$ cat src/rtl/prot_pkg.sv
// shared types and constants for the point rotation block
package prot_pkg;

	localparam int COORD_WIDTH = 24;
	localparam int ANGLE_WIDTH = 32;
	localparam int OFF_WIDTH = COORD_WIDTH + 1;
	localparam int TRIG_WIDTH = 32;
	localparam int TRIG_FRAC = 28;
	localparam int PHASE_WIDTH = 32;
	localparam int SCALE_WIDTH = 31;
	localparam int PROD_WIDTH = 48;
	localparam int MAX_STAGES = 24;

	localparam logic signed [TRIG_WIDTH-1:0] CORDIC_GAIN_INV = 32'sd163008219;
	localparam logic signed [SCALE_WIDTH-1:0] RAD_TO_TURN = 31'sd683565276;
	localparam logic signed [SCALE_WIDTH-1:0] DEG_TO_TURN = 31'sd11930465;
	// rounding half of the dropped 16 bits plus one eighth turn above them
	localparam logic [PROD_WIDTH-1:0] PHASE_BIAS = 48'h2000_0000_8000;
	localparam logic signed [TRIG_WIDTH-1:0] EIGHTH_TURN = 32'sd536870912;

	localparam logic signed [COORD_WIDTH-1:0] COORD_MAX = {1'b0, {(COORD_WIDTH-1){1'b1}}};
	localparam logic signed [COORD_WIDTH-1:0] COORD_MIN = {1'b1, {(COORD_WIDTH-1){1'b0}}};

	localparam logic [31:0] ATAN_TURNS [MAX_STAGES] = '{
		32'h20000000, 32'h12E4051E, 32'h09FB385B, 32'h051111D4,
		32'h028B0D43, 32'h0145D7E1, 32'h00A2F61E, 32'h00517C55,
		32'h0028BE53, 32'h00145F2F, 32'h000A2F98, 32'h000517CC,
		32'h00028BE6, 32'h000145F3, 32'h0000A2FA, 32'h0000517D,
		32'h000028BE, 32'h0000145F, 32'h00000A30, 32'h00000518,
		32'h0000028C, 32'h00000146, 32'h000000A3, 32'h00000051
	};

	typedef struct packed {
		logic signed [COORD_WIDTH-1:0] point_x;
		logic signed [COORD_WIDTH-1:0] point_y;
		logic signed [COORD_WIDTH-1:0] origin_x;
		logic signed [COORD_WIDTH-1:0] origin_y;
		logic signed [ANGLE_WIDTH-1:0] angle;
		logic angle_in_degrees;
	} job_t;

	typedef struct packed {
		logic signed [COORD_WIDTH-1:0] rotated_x;
		logic signed [COORD_WIDTH-1:0] rotated_y;
		logic saturated;
	} result_t;

	typedef struct packed {
		logic signed [TRIG_WIDTH-1:0] x;
		logic signed [TRIG_WIDTH-1:0] y;
		logic signed [TRIG_WIDTH-1:0] z;
		logic [1:0] quad;
		logic signed [OFF_WIDTH-1:0] dx;
		logic signed [OFF_WIDTH-1:0] dy;
		logic signed [COORD_WIDTH-1:0] ox;
		logic signed [COORD_WIDTH-1:0] oy;
	} cordic_t;

endpackage

$ cat src/rtl/prot_cell.sv
// one cordic rotation cell with its pipeline register
module prot_cell #(
	parameter int STAGE = 0
) (
	input  logic              clk,
	input  logic              arst_n,
	input  logic              vld,
	input  prot_pkg::cordic_t din,
	output logic              vld_s1,
	output prot_pkg::cordic_t out_s1
);

	localparam logic signed [prot_pkg::TRIG_WIDTH-1:0] ATAN =
		$signed(prot_pkg::ATAN_TURNS[STAGE]);

	logic signed [prot_pkg::TRIG_WIDTH-1:0] xs;
	logic signed [prot_pkg::TRIG_WIDTH-1:0] ys;
	prot_pkg::cordic_t nxt;

	always_comb begin
		xs = din.x >>> STAGE;
		ys = din.y >>> STAGE;
		nxt = din;
		if (!din.z[prot_pkg::TRIG_WIDTH-1]) begin
			nxt.x = din.x - ys;
			nxt.y = din.y + xs;
			nxt.z = din.z - ATAN;
		end else begin
			nxt.x = din.x + ys;
			nxt.y = din.y - xs;
			nxt.z = din.z + ATAN;
		end
	end

	always_ff @(posedge clk or negedge arst_n) begin
		if (!arst_n) begin
			vld_s1 <= 1'b0;
		end else begin
			vld_s1 <= vld;
		end
	end

	always_ff @(posedge clk) begin
		out_s1 <= nxt;
	end

endmodule

$ cat config.mk
export PLATFORM = sky130hd
export DESIGN_NAME = prot_cell
export DESIGN_NICKNAME = d
export VERILOG_FILES = /design/src/rtl/prot_pkg.sv /design/src/rtl/prot_cell.sv
export SDC_FILE = /design/constraint.sdc
export NUM_CORES = 1
export LEC_CHECK = 0
export ABC_AREA = 1
export BUFFER_PORTS_ARGS = -buffer_cell sky130_fd_sc_hd__clkbuf_2
export CORE_MARGIN = 2
export CORE_UTILIZATION = 35
export CTS_CLUSTER_DIAMETER = 60
export DETAILED_ROUTE_END_ITERATION = 6
export GPL_TIMING_DRIVEN = 0
export PLACE_DENSITY = 0.56
export SETUP_SLACK_MARGIN = 0.3
export SKIP_CTS_REPAIR_TIMING = 1
export SLEW_MARGIN = 20
export SYNTH_ARGS = -nofsm -noshare
export SYNTH_HDL_FRONTEND = slang
export SYNTH_SLANG_ARGS = --single-unit
$ cat constraint.sdc
create_clock -name clk -period 0.9 [get_ports clk]
set_input_delay 0.18 -clock clk [delete_from_list [all_inputs] [get_ports clk]]
set_output_delay 0.18 -clock clk [all_outputs]
set_load 0.03 [all_outputs]
==> reports/metrics.cfg <==
[timing]
period_minus_slack_ns = 1.50
relSlewSlack = 0.265
fmax_mhz = 666
period_share = 1.67
setup_viol = 255
hold_viol = 0
worst_pin_slew_ns = 1.10
hold-worst-slack_ns = 0.0128
drv_slew = 0
setup_ws_ns = -0.602
rsz0062_at_grt = true

[logic_synthesis]
synth_top_family_by_area = simple AND/OR/NAND/NOR gates
synth_fa_ha_area_frac = 0.111
synthesis.area_mm2 = 0.0114
synth_top_area_cell = dfxtp_1
netlist.area_leader.share = 0.343
yosys_warnings = 0
yosysMostFrequentCell = nand2_1
synthCells = 1744
synth_compound_area_frac = 0.0645
synthFlopType = dfxtp_1
synthMuxAreaShare = 0
synthTopCellsByArea = dfxtp_1, nand2_1, inv_1, ha_1, nand3_1
yosysSeqAreaShare = 0.346
synth_simple_gate_area_share = 0.330
synthXorXnorAreaFrac = 0.0200
synth_nets = 2041
synth_cell_types = 34
synthArstFlopShare = 0.00510
ys_ff_latch = 196
synth_edf_count = 0
synth_area_per_cell_um2 = 6.52
synth_common_cells = nand2_1, inv_1, dfxtp_1

[cts]
clk_pin_slew_ns = 0.08
cts_tree = built
cts_buffers = 17
h-tree-depth = 4
cts-root-buf = clkbuf_16
clockBufferDepth = 2
clock-sinks = 196

[worst_setup_path]
cp_slowest_cell = ha_4
critical_path_arrival_ns = 1.90
cp-start-kind = input pin
crit_buf_inv = 4
crit_path_max_fanout = 6
end_kind = flop
worstPathRequired_ns = 1.29
path_class = input pin to flop
cp_top_family = simple AND/OR/NAND/NOR gates
crit_chain = buf_12 -> inv_12 -> ha_4 -> buf_12 -> buf_8 -> nor2_4 -> nand2_2 -> nor2_1 -> nand2_2 -> nand3_4 -> nand2_4 -> nand4_1 -> nand3_1 -> nand2_1
cpPeakStageDelay_ns = 0.23

[floorplanning]
rows = 65
initial_utilization = 0.357
die_area_mm2 = 0.0339
die_h_um = 184
die_w_um = 184
core_mm2 = 0.0318
io-pin-count = 396

[global_route]
grt-ovfl-total = 0
grt_use_total = 0.283
grt_max_degree = 20
grt_pass1_wl_mm = 70.7
antenna_found_initial = 1
grt_pass1_vias = 11800

[detailed_routing]
first_iter_violations = 786
wl_mm = 55.3
wire_per_inst_um = 19.6
drtAntennaViolNets = 0
viasPerCell = 4.82
drc_errors = 0
vias = 13600
firstDrtPassIters = 5

[cells_and_area]
syn_to_final_growth_pct = 89.3
layout.nets = 2667
drive_above_1_share = 0.551

[min_path]
hold_class = input pin to flop

[power_and_ir_drop]
swShare = 0.390
power_switching_mw = 12.4
power_frac_comb = 0.432
vdd_drop_max_mv = 1.43
clock_power_share = 0.250
power_density_mw_per_mm2 = 1480
p_int_mw = 19.4
p_leak_nw = 10.8
seq_power_share = 0.318
power_mw = 31.8

[place]
gp_congestion = 0.947
dp_hpwl_mm = 41.0
port_buffers = 394

[run_status]
status = complete, but fails checks
violations = negative setup slack

[flow_run]
cap_violations = 0

[stage by stage]
| stage | area [µm²] | worst slack (ns) | utilization | setup TNS, ns | instances |
|---|---|---|---|---|---|
| 2_1_floorplan | 12600 | -0.622 | - | -31.50 | 1744 |
| 3_3_place_gp | 15100 | -1.23 | 0.476 | -66.38 | 2573 |
| 3_5_place_dp | 15100 | -1.24 | 0.476 | -66.78 | 2573 |
| 4_1_cts | 15700 | -0.751 | 0.495 | -91.87 | 2605 |
| 5_1_grt | 21500 | -0.627 | 0.677 | -74.24 | 2819 |
| 6_report | 21500 | -0.602 | 0.677 | -65.14 | 2820 |
[tightest hold or removal path: stages]
cell   delay [ns]
buf_8        0.10
ha_4         0.12
inv_1        0.03
[registers in the layout, summed over array words and instances (netlist names)]
register,count
out_s1,195
vld_s1,1
[cells by family (layout without fill, tap and decap cells)]
family / Yosys count / count (layout)
buffers and inverters: 376 / 1015
xor gates and xnor gates: 26 / 26
other: 0 / 2
adders and majority gates: 98 / 98
AOI/OAI and AO/OA: 135 / 135
and+or+nand+nor: 913 / 913
DFF: 196 / 196
[worst paths after layout]
| check | startpoint | to | slack (ns) | cells past startpoint |
|---|---|---|---|---|
| max | din[136] | out_s1[159]$_DFF_P_ | -0.60 | 14 |
| min | din[164] | out_s1[164]$_DFF_P_ | 0.01 | 3 |
| max in group asynchronous | arst_n | vld_s1$_DFF_PN0_ | 0.73 | 2 |
| min in group asynchronous | arst_n | vld_s1$_DFF_PN0_ | 0.06 | 2 |
[cell usage in the layout, fill, tap and decap left out, types with 5 or more instances in the layout]
cell type	instances
buf_4	68
nand3b_1	5
a21oi_1	20
nor2_1	34
nand4_1	19
a21oi_2	37
nand3_2	39
nand2_8	7
nand2_2	178
nor3_4	5
nand2_4	48
clkbuf_2	170
nand3_4	12
o21ai_0	7
buf_12	29
a21oi_4	15
inv_4	20
nand2_1	390
o21a_1	6
nor2_2	23
nor2_4	49
ha_1	62
buf_8	18
o21ai_1	18
inv_2	55
xor2_1	12
o21bai_1	7
clkbuf_16	22
inv_8	6
inv_6	8
buf_6	219
xor2_2	13
clkbuf_1	7
ha_4	30
o21ai_2	10
inv_1	243
clkinvlp_4	5
nand3_1	96
dfxtp_2	192
dlygate4sd3_1	132
[cell type report]
class	instances	area [µm²]
clock inverters	13	159
fillers	2569	10300
inverters	334	1410
repair buffers	607	5550
multi-input cells	1172	8630
plain buffers	42	611
well taps	435	544
diodes	2	5.00
clock buffers	19	433
flip-flops and latches	196	4180
[layer usage]
| layer | track usage | vias to the layer above | routed length, µm |
|---|---|---|---|
| li1 | - | 6551 | - |
| met4 | 0.103 | 0 | 2500 |
| met5 | 0 | - | 0 |
| met1 | 0.351 | 6352 | 22700 |
| met3 | 0.0462 | 125 | 3360 |
| met2 | 0.494 | 561 | 26700 |
[power by group through the flow]
stage          sequential, mW  clock (mW)  combinational, mW
2_1_floorplan            11.8           0               4.52
3_3_place_gp             10.0           0               9.40
3_5_place_dp             10.1           0               9.42
4_1_cts                  9.85        8.06               9.48
5_1_grt                  10.2        8.41               14.5
6_report                 10.1        7.96               13.7
(Power assumes the default switching activity.)
