===== config.mk =====
export PLATFORM = sky130hd
export DESIGN_NAME = prot_front
export DESIGN_NICKNAME = d
export VERILOG_FILES = /design/src/rtl/prot_pkg.sv /design/src/rtl/prot_front.sv
export SDC_FILE = /design/constraint.sdc
export NUM_CORES = 2
export LEC_CHECK = 0
export ABC_AREA = 0
export BUFFER_PORTS_ARGS = -buffer_cell sky130_fd_sc_hd__buf_2
export CAP_MARGIN = 25
export CORE_UTILIZATION = 45
export DETAILED_ROUTE_END_ITERATION = 12
export HOLD_SLACK_MARGIN = 0.12
export PLACE_DENSITY = 0.64
export SLEW_MARGIN = 25
export SYNTH_ARGS = -nofsm -noshare
export SYNTH_HDL_FRONTEND = slang
export SYNTH_SLANG_ARGS = --single-unit

===== constraint.sdc =====
create_clock -name clk -period 3.5 [get_ports clk]
set_input_delay 0.35 -clock clk [delete_from_list [all_inputs] [get_ports clk]]
set_output_delay 0.35 -clock clk [all_outputs]
set_load 0.02 [all_outputs]

===== src/rtl/prot_pkg.sv =====
// shared types and constants for the point rotation block
package prot_pkg;

	localparam int COORD_WIDTH = 24;
	localparam int ANGLE_WIDTH = 32;
	localparam int OFF_WIDTH = COORD_WIDTH + 1;
	localparam int TRIG_WIDTH = 32;
	localparam int TRIG_FRAC = 28;
	localparam int PHASE_WIDTH = 32;
	localparam int SCALE_WIDTH = 31;
	localparam int PROD_WIDTH = 48;
	localparam int MAX_STAGES = 24;

	localparam logic signed [TRIG_WIDTH-1:0] CORDIC_GAIN_INV = 32'sd163008219;
	localparam logic signed [SCALE_WIDTH-1:0] RAD_TO_TURN = 31'sd683565276;
	localparam logic signed [SCALE_WIDTH-1:0] DEG_TO_TURN = 31'sd11930465;
	// rounding half of the dropped 16 bits plus one eighth turn above them
	localparam logic [PROD_WIDTH-1:0] PHASE_BIAS = 48'h2000_0000_8000;
	localparam logic signed [TRIG_WIDTH-1:0] EIGHTH_TURN = 32'sd536870912;

	localparam logic signed [COORD_WIDTH-1:0] COORD_MAX = {1'b0, {(COORD_WIDTH-1){1'b1}}};
	localparam logic signed [COORD_WIDTH-1:0] COORD_MIN = {1'b1, {(COORD_WIDTH-1){1'b0}}};

	localparam logic [31:0] ATAN_TURNS [MAX_STAGES] = '{
		32'h20000000, 32'h12E4051E, 32'h09FB385B, 32'h051111D4,
		32'h028B0D43, 32'h0145D7E1, 32'h00A2F61E, 32'h00517C55,
		32'h0028BE53, 32'h00145F2F, 32'h000A2F98, 32'h000517CC,
		32'h00028BE6, 32'h000145F3, 32'h0000A2FA, 32'h0000517D,
		32'h000028BE, 32'h0000145F, 32'h00000A30, 32'h00000518,
		32'h0000028C, 32'h00000146, 32'h000000A3, 32'h00000051
	};

	typedef struct packed {
		logic signed [COORD_WIDTH-1:0] point_x;
		logic signed [COORD_WIDTH-1:0] point_y;
		logic signed [COORD_WIDTH-1:0] origin_x;
		logic signed [COORD_WIDTH-1:0] origin_y;
		logic signed [ANGLE_WIDTH-1:0] angle;
		logic angle_in_degrees;
	} job_t;

	typedef struct packed {
		logic signed [COORD_WIDTH-1:0] rotated_x;
		logic signed [COORD_WIDTH-1:0] rotated_y;
		logic saturated;
	} result_t;

	typedef struct packed {
		logic signed [TRIG_WIDTH-1:0] x;
		logic signed [TRIG_WIDTH-1:0] y;
		logic signed [TRIG_WIDTH-1:0] z;
		logic [1:0] quad;
		logic signed [OFF_WIDTH-1:0] dx;
		logic signed [OFF_WIDTH-1:0] dy;
		logic signed [COORD_WIDTH-1:0] ox;
		logic signed [COORD_WIDTH-1:0] oy;
	} cordic_t;

endpackage


===== src/rtl/prot_front.sv =====
// angle to phase conversion, quadrant split and offset from origin
module prot_front (
	input  logic             clk,
	input  logic             arst_n,
	input  logic             vld,
	input  prot_pkg::job_t   job,
	output logic             vld_s2,
	output prot_pkg::cordic_t out_s2
);

	logic signed [prot_pkg::SCALE_WIDTH-1:0] scale;
	logic signed [prot_pkg::ANGLE_WIDTH+prot_pkg::SCALE_WIDTH-1:0] prod_full;
	logic [prot_pkg::PROD_WIDTH-1:0] prod_s1;
	logic [prot_pkg::PROD_WIDTH-1:0] biased;
	logic [prot_pkg::PHASE_WIDTH-1:0] phase;
	logic signed [prot_pkg::OFF_WIDTH-1:0] dx_s1;
	logic signed [prot_pkg::OFF_WIDTH-1:0] dy_s1;
	logic signed [prot_pkg::COORD_WIDTH-1:0] ox_s1;
	logic signed [prot_pkg::COORD_WIDTH-1:0] oy_s1;
	logic vld_s1;

	always_comb begin
		scale = job.angle_in_degrees ? prot_pkg::DEG_TO_TURN : prot_pkg::RAD_TO_TURN;
		prod_full = job.angle * scale;
		biased = prod_s1 + prot_pkg::PHASE_BIAS;
		phase = biased[prot_pkg::PROD_WIDTH-1:prot_pkg::PROD_WIDTH-prot_pkg::PHASE_WIDTH];
	end

	always_ff @(posedge clk or negedge arst_n) begin
		if (!arst_n) begin
			vld_s1 <= 1'b0;
			vld_s2 <= 1'b0;
		end else begin
			vld_s1 <= vld;
			vld_s2 <= vld_s1;
		end
	end

	always_ff @(posedge clk) begin
		prod_s1 <= prod_full[prot_pkg::PROD_WIDTH-1:0];
		dx_s1 <= prot_pkg::OFF_WIDTH'(job.point_x) - prot_pkg::OFF_WIDTH'(job.origin_x);
		dy_s1 <= prot_pkg::OFF_WIDTH'(job.point_y) - prot_pkg::OFF_WIDTH'(job.origin_y);
		ox_s1 <= job.origin_x;
		oy_s1 <= job.origin_y;

		out_s2.x <= prot_pkg::CORDIC_GAIN_INV;
		out_s2.y <= '0;
		out_s2.z <= $signed({2'b00, phase[prot_pkg::PHASE_WIDTH-3:0]}) - prot_pkg::EIGHTH_TURN;
		out_s2.quad <= phase[prot_pkg::PHASE_WIDTH-1:prot_pkg::PHASE_WIDTH-2];
		out_s2.dx <= dx_s1;
		out_s2.dy <= dy_s1;
		out_s2.ox <= ox_s1;
		out_s2.oy <= oy_s1;
	end

endmodule


==> flow_summary_export.csv <==
group,metric,value,unit
sta,final_max_slew_viol_count,0,
sta,fin_skew,0.0282,ns
outcome,status,"finished with violations",
clocking,cts_tree,"done",
synthesis,synth_ff_type,"dfxtp_1",
worst_hold_path,min_from,"job[120]",
floorplan,core_area,58100,um^2
floorplan,start_util,46.0,%
clocking,cts.sinks,263,
drt,avgRoutedWirePerCell,18.8,um
synthesis,yosys_warnings,0,
drt,dr.pass1.iters,5,
run,drv_cap,0,
drt,vias,19600,
synthesis,synth_edf_count,0,
layout,final_area,34200,um^2
layout,stdcell_count,4081,
sta,setup_viol,33,
layout,final_common_cell,"inv_1",
setup_path,crit_path_frequent_cell,"fa_1",
synthesis,avgSynthCellArea,10.5,um^2
setup_path,cp_num_buf_inv,3,
sta,timing.final.crit_share,187,%
placement,io_buffers,264,
setup_path,r2r-start,"prod_s1[17]",
global_routing,grt_pass1_vias,21400,
synthesis,ys_seq_area_share,19.7,%
global_routing,grt_start_max_net_pins,18,
sta,period_needed,6.53,ns
sta,rsz0062_at_grt,"true",
layout,final_cell_mix,"604 x inv_1, 456 x fa_1, 417 x buf_4",
setup_path,arrival,6.95,ns
sta,timing.final.hold_violations,0,
floorplan,die_h,246,um
floorplan,boundaryPins,329,
clocking,clkTransAtPathRegs,0.06,ns
worst_hold_path,hp-class,"input port to register",
placement,gp_congestion,0.957,
setup_path,end_kind,"register",
drt,remaining_drc_errors,0,
clocking,h-tree-depth,1,
synthesis,synth.distinct_cells,59,
layout,layout.nets,4217,
global_routing,grt_antenna_before_repair,2,
setup_path,crit_required,3.92,ns
drt,ant_nets,0,
clocking,numCtsBuffers,23,
sta,worst_slack,-3.03,ns
setup_path,worst-setup-path-type,"input port to register",
layout,layout-drive-gt1-share,27.0,%
synthesis,netlist_instances,2554,
placement,post-dp-hpwl,67900,um
setup_path,max_stage_delay,0.59,ns
placement,dpl_cell_area,32000,um^2
global_routing,grt_pass1_wl,117000,um
setup_path,cp_slowest_cell,"fa_1",
placement,dp_worst_setup_slack,-3.83,ns
floorplan,die_area,60400,um^2
global_routing,grt.total_usage,25.6,%
clocking,cts_root_buf,"clkbuf_16",
global_routing,gr-total-overflow,0,
layout,fin_util,58.8,%
setup_path,crit_start,"job[12]",
layout,diodes,0,
setup_path,start_kind,"input port",
outcome,violations,"setup timing",
setup_path,cp_top_family,"adder cells",
drt,vias_per_cell,4.80,
clocking,clockBufferDepth,3,
drt,wirelength,76700,um
floorplan,rows,88,
synthesis,ys_seq_elements,263,
floorplan,die_width,246,um
drt,drtIter0Drc,929,
synthesis,netlist_area,26700,um^2
synthesis,async_flop_share,0.760,%
placement,dp_cells,3954,
layout,syn2layout_area_growth,28.0,%
setup_path,critPathMaxFanout,9,
clocking,clk_latency,0.53,ns
sta,fmax,0.153,GHz
setup_path,crit_chain,"clkbuf_4 > buf_4 > buf_4 > ha_1 > xor2_1 > fa_1 > ha_1 > fa_1 > fa_1 > fa_1 > fa_1 > fa_1 > ha_4 > a21oi_4 > o22ai_2 > or4_1 > a21oi_2 > a31o_4 > o22ai_4 > a211o_1 > a31o_1 > xor2_1",
worst min-delay path: cells and delay by family:
family	cells	cell delay [ns]
adder cells (fa/ha/maj)	1	0.15
buffers and inverters	1	0.08
XOR/XNOR	1	0.08
Yosys cell counts, drive strengths merged, types with 2 or more instances:
master	n	area (um^2)
inv	624	2340
fa	472	9450
ha	314	3930
dfxtp	261	5230
xnor2	132	1160
nand2	84	315
xor2	68	596
buf	67	499
nor2	67	251
a21oi	65	325
a21o	49	368
clkbuf	39	146
and2	36	225
nand2b	34	213
and3	28	175
o21ai	24	120
nor2b	22	138
nand3	20	100
nand4	18	113
o21bai	11	82.6
or2	11	68.8
nor3	10	50.1
o21a	10	75.1
a211oi	9	67.6
a31o	9	78.8
a31oi	7	43.8
a211o	5	43.8
a221oi	5	50.0
and4	5	43.8
o211ai	4	30.0
o31a	4	35.0
nor4	3	18.8
o2111ai	3	26.3
o22ai	3	25.0
o31ai	3	27.5
o41a	3	33.8
or3	3	18.8
a21boi	2	15.0
a2bb2oi	2	17.5
a41o	2	20.0
conb	2	7.51
dfrtp	2	50.1
nand3b	2	15.0
or4	2	15.0
cell type report:
type	count	area, um^2
Fill cell	4873	23900
Inverter	624	2340
Clock inverter	11	108
Multi-Input combinational cell	1630	19500
Timing Repair Buffer	757	5400
Sequential cell	263	5280
Tap cell	765	957
Clock buffer	31	646
path summary, 6_finish.rpt:
check | end | slack, ns | cells after the start
hold reg to reg | out_s2[4] | 0.31 | 0
hold / removal | dx_s1[15] | 0.17 | 3
setup / recovery | prod_s1[46] | -3.03 | 22
setup reg to reg | out_s2[124] | 1.10 | 9
min in group asynchronous | vld_s2 | 0.67 | 3
max in group asynchronous | vld_s1 | 2.71 | 3
stage by stage:
stage / hold slack, ns / TNS, ns
4_1_cts: 0.141 / -85.28
3_5_place_dp: 0.137 / -112.69
3_3_place_gp: 0.135 / -109.58
6_report: 0.170 / -86.63
2_1_floorplan: 0.0544 / -100.50
5_1_grt: 0.158 / -92.22
logic make-up (layout without fill, tap and decap cells):
family          Yosys count  count (layout)  synth area share [%]
fa+ha+maj               786             786                  50.1
simple gates            345             345                  6.59
flops                   263             263                  19.7
buf+inv                 730            1423                  11.2
other cells               2              71                0.0281
xor+xnor                200             200                  6.56
mux                       1               1                0.0421
compound gates          227             227                  5.80
metal layers:
layer | vias to the layer above | routed length (um) | track usage [%]
met1 | 9665 | 32500 | 33.3
met2 | 628 | 36400 | 43.0
met3 | 123 | 5240 | 4.34
met5 | - | 25 | 0
met4 | 4 | 2550 | 8.53
li1 | 9169 | - | -
flip-flops by register name (all words and copies together) (netlist names):
name and cells:
vld_s2 1, out_s2 130, ox_s1 24, dx_s1 25, dy_s1 25, prod_s1 33
vld_s1 1, oy_s1 24
timing repair:
action,in CTS,in global routing
resized for setup,109,49
endpoints found under the setup margin,33,34
hold buffers,53,0
gates cloned,3,0
setup buffers,39,10
pin swaps,65,45
endpoints found under the hold margin,53,0
Power is left out: the tool's default activity adds up to more than one toggle a clock period on the data nets, which glitch-free logic cannot reach.
